File: src/hw/rtl/mapf_pkg.sv
// Shared types and constants for the moving-average process filter.
// No dependencies; imported by mapf_cell, the filter top level, the checker and the testbench.
package mapf_pkg;

    // Field widths
    localparam int SAMPLE_W   = 16;
    localparam int COEF_W     = 16;
    localparam int TAP_CNT_W  = 3;
    localparam int CFG_ADDR_W = 3;
    localparam int CFG_DATA_W = 16;
    localparam int PROD_W     = SAMPLE_W + COEF_W;

    // Default delay line length and number of coefficient registers
    localparam int MAX_TAPS_DEF = 6;
    localparam int COEF_REGS    = 6;

    // Fixed point: Q4.12 samples times Q2.14 weights, sum kept at Q.26
    localparam int FRAC_SHIFT = 14;
    localparam int ROUND_HALF = 8192;

    // Register indexes
    localparam logic [CFG_ADDR_W-1:0] REG_TAP_COUNT  = 3'd0;
    localparam logic [CFG_ADDR_W-1:0] REG_COEF_FIRST = 3'd1;

    // Sequencer states
    typedef enum logic [1:0] {
        ST_IDLE,
        ST_RUN,
        ST_DONE
    } t_state;

    // Per-cell control
    typedef struct packed {
        logic clear;   // zero the stored sample
        logic shift;   // take the neighbor's sample
        logic tap_en;  // this tap contributes to the sum
    } t_cell_ctl;

endpackage

File: src/hw/rtl/mapf_cell.sv
// One cell of the delay-line chain: holds one past sample and, when its tap is
// enabled, adds its weighted value to the partial sum moving through. Depends on mapf_pkg.
module mapf_cell import mapf_pkg::*; #(
    parameter int ACC_W = 35
) (
    input  logic                       i_clk,
    input  logic                       i_rst_n,
    input  t_cell_ctl                  i_ctl,
    input  logic signed [COEF_W-1:0]   i_coef,
    input  logic signed [SAMPLE_W-1:0] i_hist,
    output logic signed [SAMPLE_W-1:0] o_hist,
    input  logic signed [ACC_W-1:0]    i_sum,
    input  logic                       i_sum_vld,
    output logic signed [ACC_W-1:0]    o_sum,
    output logic                       o_sum_vld
);

    logic signed [SAMPLE_W-1:0] r_hist;
    logic signed [ACC_W-1:0]    r_sum;
    logic                       r_sum_vld;
    logic signed [PROD_W-1:0]   w_prod;
    logic signed [ACC_W-1:0]    n_sum;

    // Hold the stored sample; clear on a new sequence, advance on shift
    always_ff @(posedge i_clk) begin
        if (!i_rst_n || i_ctl.clear) begin
            r_hist <= '0;
        end else if (i_ctl.shift) begin
            r_hist <= i_hist;
        end
    end

    // Weight the stored sample and add it to the passing sum
    always_comb begin
        w_prod = i_coef * r_hist;
        n_sum  = i_sum;
        if (i_ctl.tap_en) begin
            n_sum = i_sum + ACC_W'(w_prod);
        end
    end

    always_ff @(posedge i_clk) begin
        if (!i_rst_n) begin
            r_sum_vld <= 1'b0;
        end else begin
            r_sum_vld <= i_sum_vld;
        end
    end

    always_ff @(posedge i_clk) begin
        r_sum <= n_sum;
    end

    assign o_hist    = r_hist;
    assign o_sum     = r_sum;
    assign o_sum_vld = r_sum_vld;

endmodule

File: config.mk
export PLATFORM = sky130hd
export DESIGN_NAME = mapf_cell
export DESIGN_NICKNAME = d
export VERILOG_FILES = /design/src/hw/rtl/mapf_pkg.sv /design/src/hw/rtl/mapf_cell.sv
export SDC_FILE = /design/constraint.sdc
export NUM_CORES = 1
export LEC_CHECK = 0
export BUFFER_PORTS_ARGS = -buffer_cell sky130_fd_sc_hd__buf_4
export CORE_UTILIZATION = 34
export CTS_CLUSTER_DIAMETER = 120
export DETAILED_ROUTE_END_ITERATION = 8
export HOLD_SLACK_MARGIN = 0.15
export PLACE_DENSITY = 0.49
export SLEW_MARGIN = 20
export SYNTH_ARGS = -nofsm -noshare
export SYNTH_HDL_FRONTEND = slang
export SYNTH_SLANG_ARGS = --single-unit
File: constraint.sdc
create_clock -name i_clk -period 12.6 [get_ports i_clk]
set_input_delay 2.52 -clock i_clk [delete_from_list [all_inputs] [get_ports i_clk]]
set_output_delay 2.52 -clock i_clk [all_outputs]
set_load 0.05 [all_outputs]
; Word level (Yosys, flattened, before mapping)
; Cells that the tools add are included.
[totals]
ff_bits = 52
latchBits = 0
ramBits = 0
mem_bits_ro = 0
out_inout_bits = 52
mem_count = 0
[op_classes]
addsub = 1
multipliers = 1
div = 0
magnitude_cmp = 0
n_eq_ne = 0
shifts = 0
n_mux = 1
bitwise_logic = 0
reduce_logical = 2
[ops]
columns = operator, count
row1 = $add A35 B32 Y35, 1
row2 = $mux W35, 1
row3 = $mul A16 B16 Y32, 1
row4 = $logic_not A1 Y1, 1
row5 = $logic_or A1 B1 Y1, 1

; Logic depth before layout (Yosys ltp)
; Gate-level depths: netlist (run 1).
[logic_depth]
ltp_word = 3
mapped_depth = 24
mapped_depth_nobuf = 22

; Worst setup path after synthesis (run 1)
; No wires, ideal clock.
[synth_path]
path_type = input to register
startpoint = in i_coef[15]
endpoint = reg r_sum[31] (netlist: o_sum[31])
setup_time_ps = 121
arrival_time_ps = 8110
required_ps = 12479
slack_ps = 4369
stages = 20
path_buffers = 1
path_cell_list = clkbuf_1 > nand2_1 > inv_1 > fa_1 > fa_1 > fa_1 > fa_1 > fa_1 > inv_1 > fa_1 > inv_1 > ha_1 > a21o_1 > a21o_1 > a21o_1 > a21o_1 > a221oi_2 > o21a_2 > xnor2_1 > mux2_4
[synth_via]
elab_chain_len = 3
[synth_rtl]
columns = element, line_no
row1 = "start, declared", mapf_cell.sv:9  ; input logic signed [COEF_W-1:0] i_coef,
row2 = $mul A16 B16 Y32, mapf_cell.sv:35  ; w_prod = i_coef * r_hist;
row3 = $add A35 B32 Y35, mapf_cell.sv:38  ; n_sum = i_sum + ACC_W'(w_prod);
row4 = $mux W35, mapf_cell.sv:37  ; if (i_ctl.tap_en) begin
row5 = net n_sum[31], mapf_cell.sv:22  ; logic signed [ACC_W-1:0] n_sum;
row6 = "end signal, assigned", mapf_cell.sv:51  ; r_sum <= n_sum;
row7 = "end, declared", mapf_cell.sv:19  ; logic signed [ACC_W-1:0] r_sum;
; The timed path passes the listed nets, and every way through them passes these cells.
; A chain may end at the register's enable or synchronous reset.

; Final worst setup path (run 1)
[layout_path]
startpoint = in i_coef[15]
endpoint = reg r_sum[34] (netlist: o_sum[34])
; Same word-level chain as after synthesis.

==> flow_summary.html, run 1 <==
<table>
<tr><th>Metric</th><th>Value</th></tr>
<tr><th colspan="2">Floorplan</th></tr>
<tr><td>Die Outline Area</td><td>40000 um^2</td></tr>
<tr><td>Horizontal die dimension</td><td>200 um</td></tr>
<tr><td>Row cnt</td><td>72</td></tr>
<tr><td>Chip height</td><td>200 um</td></tr>
<tr><td>I/O pin cnt</td><td>125</td></tr>
<tr><td>Initial core utilization</td><td>34.5%</td></tr>
<tr><td>Core Box Area</td><td>38600 um^2</td></tr>
<tr><th colspan="2">Synth</th></tr>
<tr><td>Fraction of synthesized area in multiplexers</td><td>3.32%</td></tr>
<tr><td>Most used flip-flop cell after synthesis</td><td>dfxtp_1</td></tr>
<tr><td>Warnings from Yosys</td><td>0</td></tr>
<tr><td>Count of different cell masters after synthesis</td><td>55</td></tr>
<tr><td>Synthesized netlist cell count</td><td>1417</td></tr>
<tr><td>Main combinational cell family by area after synthesis</td><td>adder cells</td></tr>
<tr><td>Flip-flop and latch count after synthesis</td><td>52</td></tr>
<tr><td>Simple-gate portion of the synthesized area</td><td>12.8%</td></tr>
<tr><td>Xor and xnor fraction of the mapped netlist area</td><td>2.30%</td></tr>
<tr><td>Cell area after technology mapping</td><td>13300 um^2</td></tr>
<tr><td>Fraction of the mapped netlist area in compound gates</td><td>5.68%</td></tr>
<tr><td>Post-synth EDFFs</td><td>0</td></tr>
<tr><td>Synth Area per Inst</td><td>9.42 um^2</td></tr>
<tr><td>Post-Synthesis Net Count</td><td>1904</td></tr>
<tr><td>Sequential area share after synthesis</td><td>7.80%</td></tr>
<tr><td>Synth async-reset ratio</td><td>0%</td></tr>
<tr><td>Area share of fa/ha/maj cells after synthesis</td><td>56.3%</td></tr>
<tr><th colspan="2">Global route</th></tr>
<tr><td>Number of antenna violations at the first check in global routing</td><td>0</td></tr>
<tr><td>Global-route wire length before repair</td><td>54600 um</td></tr>
<tr><td>GRT Overall Usage</td><td>17.3%</td></tr>
<tr><td>Vias in the first global route</td><td>10300</td></tr>
<tr><td>GR Overflow Total</td><td>0</td></tr>
<tr><td>Largest net degree at the start of global routing</td><td>41</td></tr>
<tr><th colspan="2">Run status</th></tr>
<tr><td>Status</td><td>finished clean</td></tr>
<tr><th colspan="2">Worst setup path</th></tr>
<tr><td>Worst R2R Setup Slack</td><td>5.81 ns</td></tr>
<tr><td>Data required time of the critical path</td><td>12.81 ns</td></tr>
<tr><td>Critical path class</td><td>input port to flip-flop</td></tr>
<tr><td>Reg2reg path depth</td><td>19</td></tr>
<tr><td>Critical path fanouts, max</td><td>16</td></tr>
<tr><td>RR Endpoint</td><td>o_sum[34]</td></tr>
<tr><td>Critical R2R Launch</td><td>o_hist[2]</td></tr>
<tr><td>Nature of the critical path startpoint</td><td>input port</td></tr>
<tr><td>Worst Path Arrival</td><td>8.53 ns</td></tr>
<tr><td>CP Capture Type</td><td>flip-flop</td></tr>
<tr><th colspan="2">Timing</th></tr>
<tr><td>Smallest setup slack after layout</td><td>4.28 ns</td></tr>
<tr><td>Number of hold violations in the final report</td><td>0</td></tr>
<tr><td>Worst Skew</td><td>0.00775 ns</td></tr>
<tr><td>Count of endpoints failing setup in the final report</td><td>0</td></tr>
<tr><td>Worst hold margin</td><td>0.597 ns</td></tr>
<tr><td>Minimum period implied by the final worst setup slack</td><td>8.32 ns</td></tr>
<tr><td>Maximum clock frequency</td><td>120 MHz</td></tr>
<tr><td>RSZ-0062 raised after global routing</td><td>no</td></tr>
<tr><td>Transition time of the tightest slew-check pin</td><td>0.967 ns</td></tr>
<tr><td>Total negative slack</td><td>0 ns</td></tr>
<tr><td>Relative slew slack</td><td>35.3%</td></tr>
<tr><td>Part of the cycle the worst path needs</td><td>66.0%</td></tr>
<tr><td>Number of max-slew violations in the final report</td><td>0</td></tr>
<tr><th colspan="2">Power and ir drop</th></tr>
<tr><td>Power consumption</td><td>1.64 mW</td></tr>
<tr><td>P_leak</td><td>7.84 nW</td></tr>
<tr><td>Maximum ir drop on the vdd rail</td><td>0.000146 V</td></tr>
<tr><td>Power per unit of standard cell area</td><td>110 nW/um^2</td></tr>
<tr><th colspan="2">Clocking</th></tr>
<tr><td>Post-CTS setup buffer count</td><td>0</td></tr>
<tr><td>Number of sinks on the clock net</td><td>52</td></tr>
<tr><td>CTS Root Cell</td><td>clkbuf_16</td></tr>
<tr><td>PostCTS Resize Cnt</td><td>0</td></tr>
<tr><td>Hold-fix buffer count after cts</td><td>0</td></tr>
<tr><td>Number of CTS-inserted buffers</td><td>5</td></tr>
<tr><td>CTS Buffer Depth</td><td>2</td></tr>
<tr><td>Clock transition at the registers of the reported paths</td><td>0.07 ns</td></tr>
<tr><td>CTS tree</td><td>built</td></tr>
<tr><td>Number of levels the H-tree was split into</td><td>2</td></tr>
<tr><td>Clock insertion delay at the later pin of the skew report</td><td>0.32 ns</td></tr>
<tr><th colspan="2">Placement</th></tr>
<tr><td>Detailed placer's ending HPWL</td><td>28500 um</td></tr>
<tr><td>Count of input and output buffers</td><td>124</td></tr>
<tr><td>Final weighted congestion in routability-driven placement</td><td>0.796</td></tr>
<tr><td>Post-placement worst setup slack</td><td>3.96 ns</td></tr>
<tr><td>Post-placement cell count</td><td>2009</td></tr>
<tr><td>Placed cell areas</td><td>14700 um^2</td></tr>
<tr><th colspan="2">Routing</th></tr>
<tr><td>Average detailed-routed wire length per instance</td><td>16.2 um</td></tr>
<tr><td>Total Wirelength</td><td>32600 um</td></tr>
<tr><td>Vias after detailed routing</td><td>9405</td></tr>
<tr><td>Post-detailed-route DRC marker count</td><td>0</td></tr>
<tr><td>Routed Antenna Nets</td><td>0</td></tr>
<tr><td>Number of vias per cell</td><td>4.66</td></tr>
<tr><td>Router iterations before antenna repair</td><td>4</td></tr>
<tr><td>Initial drt markers</td><td>321</td></tr>
<tr><th colspan="2">Hold path</th></tr>
<tr><td>Number of cells traversed by the worst hold path</td><td>2</td></tr>
<tr><td>Worst hold path startpoint</td><td>o_hist[15]</td></tr>
<tr><td>Class of the tightest hold or removal check</td><td>flip-flop to flip-flop</td></tr>
<tr><td>Destination of the worst hold path</td><td>o_hist[15]</td></tr>
<tr><th colspan="2">Finish</th></tr>
<tr><td>Area occupied by registers</td><td>1040 um^2</td></tr>
<tr><td>NumNets Final</td><td>1985</td></tr>
<tr><td>Post-route cell area</td><td>14900 um^2</td></tr>
<tr><td>Area occupied by multi-input gates</td><td>10700 um^2</td></tr>
<tr><td>Syn-to-layout area delta</td><td>11.6%</td></tr>
<tr><td>Fraction of final layout cells sized beyond drive strength 1</td><td>11.3%</td></tr>
<tr><td>Number of inserted filler cells in the final layout</td><td>3997</td></tr>
<tr><td>Number of standard cells in the layout, taps in and fillers out</td><td>2017</td></tr>
<tr><td>Antenna diode count</td><td>0</td></tr>
<tr><td>Utilization after layout</td><td>38.5%</td></tr>
<tr><th colspan="2">Flow run</th></tr>
<tr><td>Maximum capacitance violations</td><td>0</td></tr>
</table>
cell type report:
cell class | count | area share [%]
clock inverters | 3 | 0.286
multi-input cells | 951 | 72.1
inverters | 362 | 9.13
repair buffers | 126 | 6.35
well taps | 518 | 4.35
clock buffers | 5 | 0.840
flip-flops and latches | 52 | 6.99
Yosys cell counts, types with 5 or more instances:
| cell type | number | share of area, % |
|---|---|---|
| nor3_1 | 5 | 0.19 |
| a21oi_1 | 32 | 1.2 |
| mux2_2 | 22 | 1.9 |
| o21a_1 | 5 | 0.28 |
| ha_1 | 104 | 9.8 |
| xor2_1 | 7 | 0.46 |
| buf_2 | 5 | 0.19 |
| nand2b_1 | 6 | 0.28 |
| fa_1 | 310 | 47 |
| dfxtp_1 | 52 | 7.8 |
| clkbuf_1 | 41 | 1.2 |
| nand2_1 | 140 | 3.9 |
| mux2i_1 | 18 | 1.4 |
| inv_1 | 362 | 10 |
| nand3_1 | 6 | 0.23 |
| a21o_1 | 18 | 1.0 |
| o21ai_0 | 19 | 0.71 |
| o211ai_1 | 6 | 0.34 |
| xnor2_1 | 28 | 1.8 |
| and2_1 | 126 | 5.9 |
| nor2_1 | 46 | 1.3 |
power by group:
part           switching (mW)  internal [mW]
clock network          0.0718         0.0936
logic                   0.742          0.492
registers              0.0271          0.216
cells by family after synthesis:
logic type      count (synthesis)
buf+inv                       414
fa+ha+maj                     414
simple gates                  348
compound gates                113
flops                          52
mux                            41
xor+xnor                       35
critical path, cell delays in order:
cell and delay (ns):
buf_4 0.17, nand2_1 0.13, inv_1 0.10, fa_1 0.62
fa_1 0.90, fa_1 0.54, fa_1 0.50, fa_1 0.49
inv_1 0.05, fa_1 0.48, inv_1 0.04, ha_1 0.40
nand3_1 0.10, nor2_1 0.18, nand3_1 0.11, a211oi_2 0.33
o221ai_1 0.25, a22oi_1 0.25, xnor2_1 0.09, mux2_2 0.26
placed cells by master, fill, tap and decap left out, types with 19 or more instances in the layout:
master   Yosys  final
nor2_1      46     46
xnor2_1     28     28
o21ai_0     19     19
ha_1       104    104
and2_1     126    126
buf_4        1    126
fa_1       310    310
a21oi_1     32     32
nand2_1    140    140
mux2_2      22     22
inv_1      362    362
dfxtp_1     52     52
routing by layer:
layer / vias to the layer above / global-route usage [%] / wire length (um)
li1: 4337 / - / -
met1: 4866 / 21.6 / 13300
met2: 185 / 32.1 / 17900
met3: 17 / 1.94 / 1110
met4: 0 / 3.24 / 367
met5: - / 0 / 0
worst max path at each step:
stage,depth (start not counted),slack [ns],from,endpoint
after global routing,20,3.88,i_coef[15],o_sum[34]
final,20,4.28,i_coef[15],o_sum[34]
after floorplan,20,4.37,i_coef[15],o_sum[31]
after CTS,20,4.30,i_coef[15],o_sum[34]
after global placement,19,4.07,i_coef[15],o_sum[30]
after detailed placement,20,3.96,i_coef[15],o_sum[34]
state kept, by name, summed over array words and instances, names as in the netlist:
| register | count |
|---|---|
| o_hist | 16 |
| o_sum | 35 |
| o_sum_vld | 1 |
Note: power is estimated with default switching activity, not from simulation.
==> inputs of run 2 (changes only) <==
--- a/config.mk
+++ b/config.mk
@@ -5,12 +5,13 @@
 export SDC_FILE = /design/constraint.sdc
 export NUM_CORES = 1
 export LEC_CHECK = 0
+export ABC_AREA = 1
 export BUFFER_PORTS_ARGS = -buffer_cell sky130_fd_sc_hd__buf_4
 export CORE_UTILIZATION = 34
 export CTS_CLUSTER_DIAMETER = 120
 export DETAILED_ROUTE_END_ITERATION = 8
 export HOLD_SLACK_MARGIN = 0.15
-export PLACE_DENSITY = 0.49
+export PLACE_DENSITY = 0.48
 export SLEW_MARGIN = 20
 export SYNTH_ARGS = -nofsm -noshare
 export SYNTH_HDL_FRONTEND = slang
==> constraint.sdc (replaced) <==
create_clock -name i_clk -period 7.8 [get_ports i_clk]
set_input_delay 1.56 -clock i_clk [delete_from_list [all_inputs] [get_ports i_clk]]
set_output_delay 1.56 -clock i_clk [all_outputs]
set_load 0.05 [all_outputs]
==> flow_summary.html, run 2 <==
<table>
<tr><th>Metric</th><th>Value</th></tr>
<tr><th colspan="2">Clocking</th></tr>
<tr><td>CTS tree</td><td>built</td></tr>
<tr><td>Number of sinks on the clock net</td><td>52 (unchanged)</td></tr>
<tr><td>Clock transition at the registers of the reported paths</td><td>0.09 ns (+0.02 ns)</td></tr>
<tr><td>Hold-fix buffer count after cts</td><td>0 (unchanged)</td></tr>
<tr><td>CTS Root Cell</td><td>clkbuf_16</td></tr>
<tr><td>Post-CTS setup buffer count</td><td>0 (unchanged)</td></tr>
<tr><td>CTS Buffer Depth</td><td>2 (unchanged)</td></tr>
<tr><td>Clock insertion delay at the later pin of the skew report</td><td>0.33 ns (about the same)</td></tr>
<tr><td>Number of levels the H-tree was split into</td><td>2 (unchanged)</td></tr>
<tr><td>PostCTS Resize Cnt</td><td>0 (unchanged)</td></tr>
<tr><td>Number of CTS-inserted buffers</td><td>5 (unchanged)</td></tr>
<tr><th colspan="2">Worst setup path</th></tr>
<tr><td>Worst Path Arrival</td><td>7.27 ns (-1.26 ns)</td></tr>
<tr><td>CP Capture Type</td><td>flip-flop</td></tr>
<tr><td>Nature of the critical path startpoint</td><td>input port</td></tr>
<tr><td>Critical path fanouts, max</td><td>16 (unchanged)</td></tr>
<tr><td>Logic depth of the worst path, buffers included</td><td>21 (+5.0%)</td></tr>
<tr><td>Slowest cell on the critical path</td><td>fa_1</td></tr>
<tr><td>Cell class contributing the biggest share of worst-path delay</td><td>adder cells</td></tr>
<tr><td>Cell Chain, Critical Path</td><td>buf_4 -&gt; nand2_1 -&gt; inv_1 -&gt; fa_1 -&gt; fa_1 -&gt; fa_1 -&gt; fa_1 -&gt; fa_1 -&gt; inv_1 -&gt; fa_1 -&gt; inv_1 -&gt; ha_1 -&gt; nand2_1 -&gt; nor2_1 -&gt; inv_1 -&gt; nor3_2 -&gt; nand3_1 -&gt; nand3_1 -&gt; nand2_1 -&gt; nand3_1 -&gt; nand2_1</td></tr>
<tr><td>Critical path class</td><td>input port to flip-flop</td></tr>
<tr><td>Top cell by count, worst path</td><td>fa_1</td></tr>
<tr><td>Data required time of the critical path</td><td>8.02 ns (-4.79 ns)</td></tr>
<tr><td>Reg2reg path depth</td><td>20 (+1)</td></tr>
<tr><td>Critical Path Max Stage Delay</td><td>0.90 ns (about the same)</td></tr>
<tr><td>Bufs and invs on worst path</td><td>5 (+1)</td></tr>
<tr><th colspan="2">Finish</th></tr>
<tr><td>Post-route cell area</td><td>15900 um^2 (+6.5%)</td></tr>
<tr><td>Syn-to-layout area delta</td><td>11.1%</td></tr>
<tr><td>Highest-count cells in the layout ignoring fill and taps</td><td>inv_1, nand2_1, fa_1</td></tr>
<tr><td>NumNets Final</td><td>2450 (+23%)</td></tr>
<tr><td>Fraction of final layout cells sized beyond drive strength 1</td><td>8.86% (-2.4 points)</td></tr>
<tr><td>Utilization after layout</td><td>38.6% (+0.060 points)</td></tr>
<tr><td>Antenna diode count</td><td>0 (unchanged)</td></tr>
<tr><td>Area occupied by registers</td><td>1040 um^2 (unchanged)</td></tr>
<tr><td>Largest register FFs</td><td>35 (unchanged)</td></tr>
<tr><td>Number of inserted filler cells in the final layout</td><td>4456 (+11%)</td></tr>
<tr><td>Number of standard cells in the layout, taps in and fillers out</td><td>2496 (+24%)</td></tr>
<tr><td>Most common cell after layout, fill and taps aside</td><td>inv_1</td></tr>
<tr><td>Area occupied by multi-input gates</td><td>10800 um^2 (+0.37%)</td></tr>
<tr><th colspan="2">Global route</th></tr>
<tr><td>GR Overflow Total</td><td>0 (unchanged)</td></tr>
<tr><td>Global-route wire length before repair</td><td>65200 um (+20%)</td></tr>
<tr><td>GRT Overall Usage</td><td>20.2% (+2.9 points)</td></tr>
<tr><td>Vias in the first global route</td><td>11800 (+15%)</td></tr>
<tr><td>Largest net degree at the start of global routing</td><td>29 (-29%)</td></tr>
<tr><td>Number of antenna violations at the first check in global routing</td><td>0 (unchanged)</td></tr>
<tr><th colspan="2">Routing</th></tr>
<tr><td>Post-detailed-route DRC marker count</td><td>9 (+9)</td></tr>
<tr><td>Routed Antenna Nets</td><td>0 (unchanged)</td></tr>
<tr><td>Router iterations before antenna repair</td><td>9 (+5)</td></tr>
<tr><td>Vias after detailed routing</td><td>11200 (+19%)</td></tr>
<tr><td>Total Wirelength</td><td>40700 um (+25%)</td></tr>
<tr><td>WL met3</td><td>1700 um (+53%)</td></tr>
<tr><td>Number of vias per cell</td><td>4.48 (-3.9%)</td></tr>
<tr><td>Initial drt markers</td><td>628 (+96%)</td></tr>
<tr><td>Routed length on met1</td><td>18900 um (+42%)</td></tr>
<tr><td>Met2 Routed Length</td><td>19600 um (+10%)</td></tr>
<tr><td>Top routing layer used</td><td>met4</td></tr>
<tr><td>Average detailed-routed wire length per instance</td><td>16.3 um (+0.81%)</td></tr>
<tr><th colspan="2">Power and ir drop</th></tr>
<tr><td>Maximum ir drop on the vdd rail</td><td>0.000180 V (+24%)</td></tr>
<tr><td>P_leak</td><td>9.62 nW (+23%)</td></tr>
<tr><td>Power consumption</td><td>2.80 mW (+71%)</td></tr>
<tr><td>Power per unit of standard cell area</td><td>177 nW/um^2 (+60%)</td></tr>
<tr><th colspan="2">Placement</th></tr>
<tr><td>Post-placement cell count</td><td>2488 (+24%)</td></tr>
<tr><td>Count of input and output buffers</td><td>124 (unchanged)</td></tr>
<tr><td>Final weighted congestion in routability-driven placement</td><td>0.915 (+15%)</td></tr>
<tr><td>Post-placement worst setup slack</td><td>0.451 ns (-3.51 ns)</td></tr>
<tr><td>Placed cell areas</td><td>15700 um^2 (+6.7%)</td></tr>
<tr><td>Detailed placer's ending HPWL</td><td>35800 um (+26%)</td></tr>
<tr><th colspan="2">Timing</th></tr>
<tr><td>Relative slew slack</td><td>28.6% (-6.8 points)</td></tr>
<tr><td>Worst Skew</td><td>0.0141 ns (+0.00638 ns)</td></tr>
<tr><td>Minimum period implied by the final worst setup slack</td><td>7.05 ns</td></tr>
<tr><td>Maximum clock frequency</td><td>142 MHz</td></tr>
<tr><td>Transition time of the tightest slew-check pin</td><td>1.07 ns (+0.101 ns)</td></tr>
<tr><td>Count of endpoints failing setup in the final report</td><td>0 (unchanged)</td></tr>
<tr><td>Number of hold violations in the final report</td><td>0 (unchanged)</td></tr>
<tr><td>Number of max-slew violations in the final report</td><td>0 (unchanged)</td></tr>
<tr><td>Total negative slack</td><td>0 ns (unchanged)</td></tr>
<tr><td>Part of the cycle the worst path needs</td><td>90.4%</td></tr>
<tr><td>RSZ-0062 raised after global routing</td><td>no</td></tr>
<tr><td>Worst hold margin</td><td>0.721 ns (+0.124 ns)</td></tr>
<tr><td>Smallest setup slack after layout</td><td>0.747 ns (-3.54 ns)</td></tr>
<tr><th colspan="2">Floorplan</th></tr>
<tr><td>I/O pin cnt</td><td>125 (unchanged)</td></tr>
<tr><td>Core Box Area</td><td>41100 um^2 (+6.4%)</td></tr>
<tr><td>Horizontal die dimension</td><td>207 um (+3.4%)</td></tr>
<tr><td>Initial core utilization</td><td>34.7% (+0.19 points)</td></tr>
<tr><td>Die Outline Area</td><td>42800 um^2 (+6.9%)</td></tr>
<tr><td>Row cnt</td><td>74 (+2.8%)</td></tr>
<tr><td>Chip height</td><td>207 um (+3.4%)</td></tr>
<tr><th colspan="2">Synth</th></tr>
<tr><td>Sequential area share after synthesis</td><td>7.29% (-0.51 points)</td></tr>
<tr><td>Synthesized netlist cell count</td><td>1889 (+33%)</td></tr>
<tr><td>Leading post-synthesis cells by instance count</td><td>inv_1, nand2_1, fa_1</td></tr>
<tr><td>Synth area leaders</td><td>fa_1, inv_1, nand2_1</td></tr>
<tr><td>Synth async-reset ratio</td><td>0% (unchanged)</td></tr>
<tr><td>Most instantiated library cell after synthesis</td><td>inv_1</td></tr>
<tr><td>Synth Area per Inst</td><td>7.56 um^2 (-20%)</td></tr>
<tr><td>Warnings from Yosys</td><td>0 (unchanged)</td></tr>
<tr><td>Flip-flop and latch count after synthesis</td><td>52 (unchanged)</td></tr>
<tr><td>Post-synth EDFFs</td><td>0 (unchanged)</td></tr>
<tr><td>Post-Synthesis Net Count</td><td>2376 (+25%)</td></tr>
<tr><td>Cell area after technology mapping</td><td>14300 um^2 (+7.0%)</td></tr>
<tr><td>Proportion of netlist area held by the largest area contributor</td><td>43.5% (-3.0 points)</td></tr>
<tr><td>Top cell type by total area after synthesis</td><td>fa_1</td></tr>
<tr><td>Most used flip-flop cell after synthesis</td><td>dfxtp_1</td></tr>
<tr><td>Count of different cell masters after synthesis</td><td>32 (-42%)</td></tr>
<tr><th colspan="2">Run status</th></tr>
<tr><td>Violations in the final reports</td><td>design-rule violations</td></tr>
<tr><td>Status</td><td>finished, violations left</td></tr>
<tr><th colspan="2">Hold path</th></tr>
<tr><td>Class of the tightest hold or removal check</td><td>flip-flop to flip-flop</td></tr>
<tr><td>Number of cells traversed by the worst hold path</td><td>2 (unchanged)</td></tr>
<tr><th colspan="2">Flow run</th></tr>
<tr><td>Maximum capacitance violations</td><td>0 (unchanged)</td></tr>
</table>
==> run 2: cell count changes in the layout (fill, tap and decap cells not counted), moves of 17 or more <==
cell     delta
inv_1     +213
nand2_1   +406
mux2i_1    -18
mux2_2     -22
a21o_1     -17
nand3_1    +51
and2_1    -124
==> run 2: final timing paths <==
path,start,endpoint,slack (ns)
max,i_coef[15],o_sum[27],0.75
min reg2reg,o_hist[10],o_hist[10],0.72
max reg2reg,o_hist[5],o_sum[27],1.40
min,o_hist[10],o_hist[10],0.72
==> run 2: cell families after synthesis <==
family | count (synthesis) | synth area share, %
AND/OR/NAND/NOR | 695 | 19.8
AO/OA/AOI/OAI | 61 | 2.31
adder cells (fa/ha/maj) | 414 | 52.6
XOR/XNOR | 12 | 0.736
buffers and inverters | 655 | 17.3
flip-flops | 52 | 7.29
==> run 2: layout make-up <==
type / count / area share [%]
inverters: 582 / 13.8
clock inverters: 3 / 0.174
repair buffers: 140 / 6.63
flip-flops and latches: 52 / 6.56
well taps: 532 / 4.20
multi-input cells: 1182 / 67.9
clock buffers: 5 / 0.789
==> run 2: worst min-delay path, stage by stage (launching register included) <==
cell and delay [ns]:
dfxtp_1 0.48, nand2_1 0.14, a21oi_1 0.06
==> run 2: per-layer routing <==
| layer | vias up | track usage, % |
|---|---|---|
| li1 | 5443 | - |
| met1 | 5509 | 27.7 |
| met2 | 214 | 35.1 |
| met3 | 24 | 1.92 |
| met4 | 0 | 3.21 |
| met5 | - | 0 |
==> run 2: power breakdown <==
part           internal (mW)  leakage, nW  total [mW]  switching (mW)
clock                  0.123       0.0719       0.261           0.138
sequential             0.343        0.434       0.394          0.0514
combinational          0.707         9.12        2.15            1.44
==> inputs of run 3 (changes only) <==
--- a/config.mk
+++ b/config.mk
@@ -12,6 +12,7 @@
 export DETAILED_ROUTE_END_ITERATION = 8
 export HOLD_SLACK_MARGIN = 0.15
 export PLACE_DENSITY = 0.48
+export REMOVE_ABC_BUFFERS = 1
 export SLEW_MARGIN = 20
 export SYNTH_ARGS = -nofsm -noshare
 export SYNTH_HDL_FRONTEND = slang
==> flow_summary.html, run 3 (synthesized netlist as in run 2, its figures left out) <==
<table>
<tr><th>Metric</th><th>Value</th></tr>
<tr><th colspan="2">Global route</th></tr>
<tr><td>Vias in the first global route</td><td>12000 (+1.5%)</td></tr>
<tr><td>Routing usage on met3</td><td>1.59% (-0.33 points)</td></tr>
<tr><td>GR Overflow Total</td><td>0 (unchanged)</td></tr>
<tr><td>Busiest grt layer</td><td>met2</td></tr>
<tr><td>Largest net degree at the start of global routing</td><td>49 (+69%)</td></tr>
<tr><td>Global routing usage on met2</td><td>35.1% (unchanged)</td></tr>
<tr><td>Global-route wire length before repair</td><td>64900 um (-0.46%)</td></tr>
<tr><td>GRT Overall Usage</td><td>19.9% (-0.28 points)</td></tr>
<tr><td>Global routing usage on met1</td><td>27.1% (-0.56 points)</td></tr>
<tr><td>Number of antenna violations at the first check in global routing</td><td>0 (unchanged)</td></tr>
<tr><th colspan="2">Clocking</th></tr>
<tr><td>CTS Buffer Depth</td><td>2 (unchanged)</td></tr>
<tr><td>Clock transition at the registers of the reported paths</td><td>0.08 ns (about the same)</td></tr>
<tr><td>CTS tree</td><td>built</td></tr>
<tr><td>Number of CTS-inserted buffers</td><td>5 (unchanged)</td></tr>
<tr><td>Clock insertion delay at the later pin of the skew report</td><td>0.32 ns (about the same)</td></tr>
<tr><td>CTS Root Cell</td><td>clkbuf_16</td></tr>
<tr><td>Number of sinks on the clock net</td><td>52 (unchanged)</td></tr>
<tr><td>Post-CTS setup buffer count</td><td>0 (unchanged)</td></tr>
<tr><td>Hold-fix buffer count after cts</td><td>0 (unchanged)</td></tr>
<tr><td>PostCTS Resize Cnt</td><td>0 (unchanged)</td></tr>
<tr><td>Number of levels the H-tree was split into</td><td>2 (unchanged)</td></tr>
<tr><th colspan="2">Placement</th></tr>
<tr><td>Placed cell areas</td><td>15700 um^2 (unchanged)</td></tr>
<tr><td>Post-placement cell count</td><td>2488 (unchanged)</td></tr>
<tr><td>Final weighted congestion in routability-driven placement</td><td>0.913 (-0.23%)</td></tr>
<tr><td>Detailed placer's ending HPWL</td><td>34900 um (-2.6%)</td></tr>
<tr><td>Count of input and output buffers</td><td>124 (unchanged)</td></tr>
<tr><td>Post-placement worst setup slack</td><td>0.515 ns (+0.0637 ns)</td></tr>
<tr><th colspan="2">Finish</th></tr>
<tr><td>Post-route cell area</td><td>15900 um^2 (+0.16%)</td></tr>
<tr><td>Number of inserted filler cells in the final layout</td><td>4361 (-2.1%)</td></tr>
<tr><td>Fraction of final layout cells sized beyond drive strength 1</td><td>8.91% (+0.051 points)</td></tr>
<tr><td>Most common cell after layout, fill and taps aside</td><td>inv_1</td></tr>
<tr><td>Highest-count cells in the layout ignoring fill and taps</td><td>inv_1, nand2_1, fa_1</td></tr>
<tr><td>Antenna diode count</td><td>0 (unchanged)</td></tr>
<tr><td>Syn-to-layout area delta</td><td>11.3%</td></tr>
<tr><td>Utilization after layout</td><td>38.6% (+0.061 points)</td></tr>
<tr><td>Number of standard cells in the layout, taps in and fillers out</td><td>2496 (unchanged)</td></tr>
<tr><td>NumNets Final</td><td>2450 (unchanged)</td></tr>
<tr><td>Largest register FFs</td><td>35 (unchanged)</td></tr>
<tr><th colspan="2">Power and ir drop</th></tr>
<tr><td>P_leak</td><td>9.64 nW (+0.19%)</td></tr>
<tr><td>Fraction of power consumed by combinational cells</td><td>76.0% (-0.6 points)</td></tr>
<tr><td>Switch Pwr</td><td>1.58 mW (-3.0%)</td></tr>
<tr><td>Proportion of power drawn by the clock network</td><td>10.3% (+1.0 points)</td></tr>
<tr><td>Power per unit of standard cell area</td><td>176 nW/um^2 (-0.57%)</td></tr>
<tr><td>Sw Ratio</td><td>56.6% (-1.5 points)</td></tr>
<tr><td>Internal power component</td><td>1.21 mW (+3.1%)</td></tr>
<tr><td>Maximum ir drop on the vdd rail</td><td>0.000134 V (-26%)</td></tr>
<tr><td>Flop pwr share</td><td>13.7% (-0.4 points)</td></tr>
<tr><th colspan="2">Routing</th></tr>
<tr><td>Average detailed-routed wire length per instance</td><td>16.0 um (-2.0%)</td></tr>
<tr><td>Total Wirelength</td><td>39900 um (-2.0%)</td></tr>
<tr><td>Post-detailed-route DRC marker count</td><td>3 (-6)</td></tr>
<tr><td>Initial drt markers</td><td>575 (-8.4%)</td></tr>
<tr><td>Router iterations before antenna repair</td><td>9 (unchanged)</td></tr>
<tr><td>Number of vias per cell</td><td>4.47 (-0.19%)</td></tr>
<tr><td>Routed Antenna Nets</td><td>0 (unchanged)</td></tr>
<tr><td>Vias after detailed routing</td><td>11200 (-0.19%)</td></tr>
<tr><th colspan="2">Timing</th></tr>
<tr><td>Maximum clock frequency</td><td>145 MHz (+2.2%)</td></tr>
<tr><td>Count of endpoints failing setup in the final report</td><td>0 (unchanged)</td></tr>
<tr><td>Relative slew slack</td><td>30.7% (+2.2 points)</td></tr>
<tr><td>Number of hold violations in the final report</td><td>0 (unchanged)</td></tr>
<tr><td>Minimum period implied by the final worst setup slack</td><td>6.90 ns (-0.150 ns)</td></tr>
<tr><td>Worst Skew</td><td>0.0132 ns (-0.000979 ns)</td></tr>
<tr><td>Total negative slack</td><td>0 ns (unchanged)</td></tr>
<tr><td>Smallest setup slack after layout</td><td>0.897 ns (+0.150 ns)</td></tr>
<tr><td>Number of max-slew violations in the final report</td><td>0 (unchanged)</td></tr>
<tr><td>Transition time of the tightest slew-check pin</td><td>1.04 ns (-0.0322 ns)</td></tr>
<tr><td>RSZ-0062 raised after global routing</td><td>no</td></tr>
<tr><td>Part of the cycle the worst path needs</td><td>88.5% (-1.9 points)</td></tr>
<tr><th colspan="2">Floorplan</th></tr>
<tr><td>I/O pin cnt</td><td>125 (unchanged)</td></tr>
<tr><td>Core Box Area</td><td>41100 um^2 (unchanged)</td></tr>
<tr><td>Chip height</td><td>207 um (unchanged)</td></tr>
<tr><td>Die Outline Area</td><td>42800 um^2 (unchanged)</td></tr>
<tr><td>Initial core utilization</td><td>34.7% (unchanged)</td></tr>
<tr><td>Row cnt</td><td>74 (unchanged)</td></tr>
<tr><td>Horizontal die dimension</td><td>207 um (unchanged)</td></tr>
<tr><th colspan="2">Worst setup path</th></tr>
<tr><td>Data required time of the critical path</td><td>8.02 ns (about the same)</td></tr>
<tr><td>Worst R2R Setup Slack</td><td>1.60 ns (+0.20 ns)</td></tr>
<tr><td>CP Capture Type</td><td>flip-flop</td></tr>
<tr><td>Critical path fanouts, max</td><td>16 (unchanged)</td></tr>
<tr><td>Worst Path Arrival</td><td>7.12 ns (-0.15 ns)</td></tr>
<tr><td>Critical path class</td><td>input port to flip-flop</td></tr>
<tr><td>Nature of the critical path startpoint</td><td>input port</td></tr>
<tr><th colspan="2">Hold path</th></tr>
<tr><td>Class of the tightest hold or removal check</td><td>flip-flop to flip-flop</td></tr>
<tr><th colspan="2">Run status</th></tr>
<tr><td>Violations in the final reports</td><td>design-rule violations</td></tr>
<tr><td>Status</td><td>finished, violations left</td></tr>
<tr><th colspan="2">Flow run</th></tr>
<tr><td>Maximum capacitance violations</td><td>0 (unchanged)</td></tr>
</table>
## run 3: cell count changes in the layout (fill, tap and decap cells not counted), sizes merged
cell and change:
clkinv -1, clkinvlp -1, clkbuf +1, bufinv +1
## run 3: per-layer routing
metal	vias up	wire, um
met4	0	400
li1	5432	-
met2	225	19500
met5	-	0
met1	5493	18300
met3	19	1670
## run 3: cell type report
type | count | area, um^2 | share of cell area, %
clock inverter | 2 | 38.8 | 0.244
multi-input combinational | 1182 | 10800 | 67.8
timing repair buffer | 140 | 1050 | 6.62
tap | 532 | 666 | 4.19
sequential | 52 | 1040 | 6.55
clock buffer | 6 | 139 | 0.874
inverter | 582 | 2180 | 13.8
## run 3: stage by stage
step	total power [mW]	hold slack, ns
floorplan	1.89	0.854
global placement	2.55	0.612
detailed placement	2.55	0.633
CTS	2.85	0.648
global route	3.11	0.672
finish	2.79	0.631
## run 3: worst paths after layout
check                   from    endpoint  depth (start not counted)
setup / recovery  i_coef[15]   o_sum[25]                         21
hold reg to reg   o_hist[10]  o_hist[10]                          2
hold / removal    o_hist[10]  o_hist[10]                          2
setup reg to reg   o_hist[5]   o_sum[25]                         20
## run 3: power by group through the flow
stage	registers [mW]	clock network (mW)	logic [mW]
after global placement	0.393	0	2.16
after global routing	0.391	0.311	2.41
final	0.383	0.287	2.12
after detailed placement	0.389	0	2.16
after floorplan	0.644	0	1.25
after CTS	0.385	0.302	2.17
## run 3: critical path, cell delays in order
cell     delay, ns
buf_4         0.17
nand2_1       0.12
inv_1         0.09
fa_1          0.64
fa_1          0.91
fa_1          0.53
fa_1          0.50
fa_1          0.50
inv_1         0.05
fa_1          0.47
inv_1         0.04
ha_1          0.37
nand2_1       0.16
nor2_1        0.26
nand2_1       0.16
inv_1         0.12
nand3_1       0.13
nand3_1       0.12
nand2_1       0.05
nand3_1       0.10
nand2_1       0.05
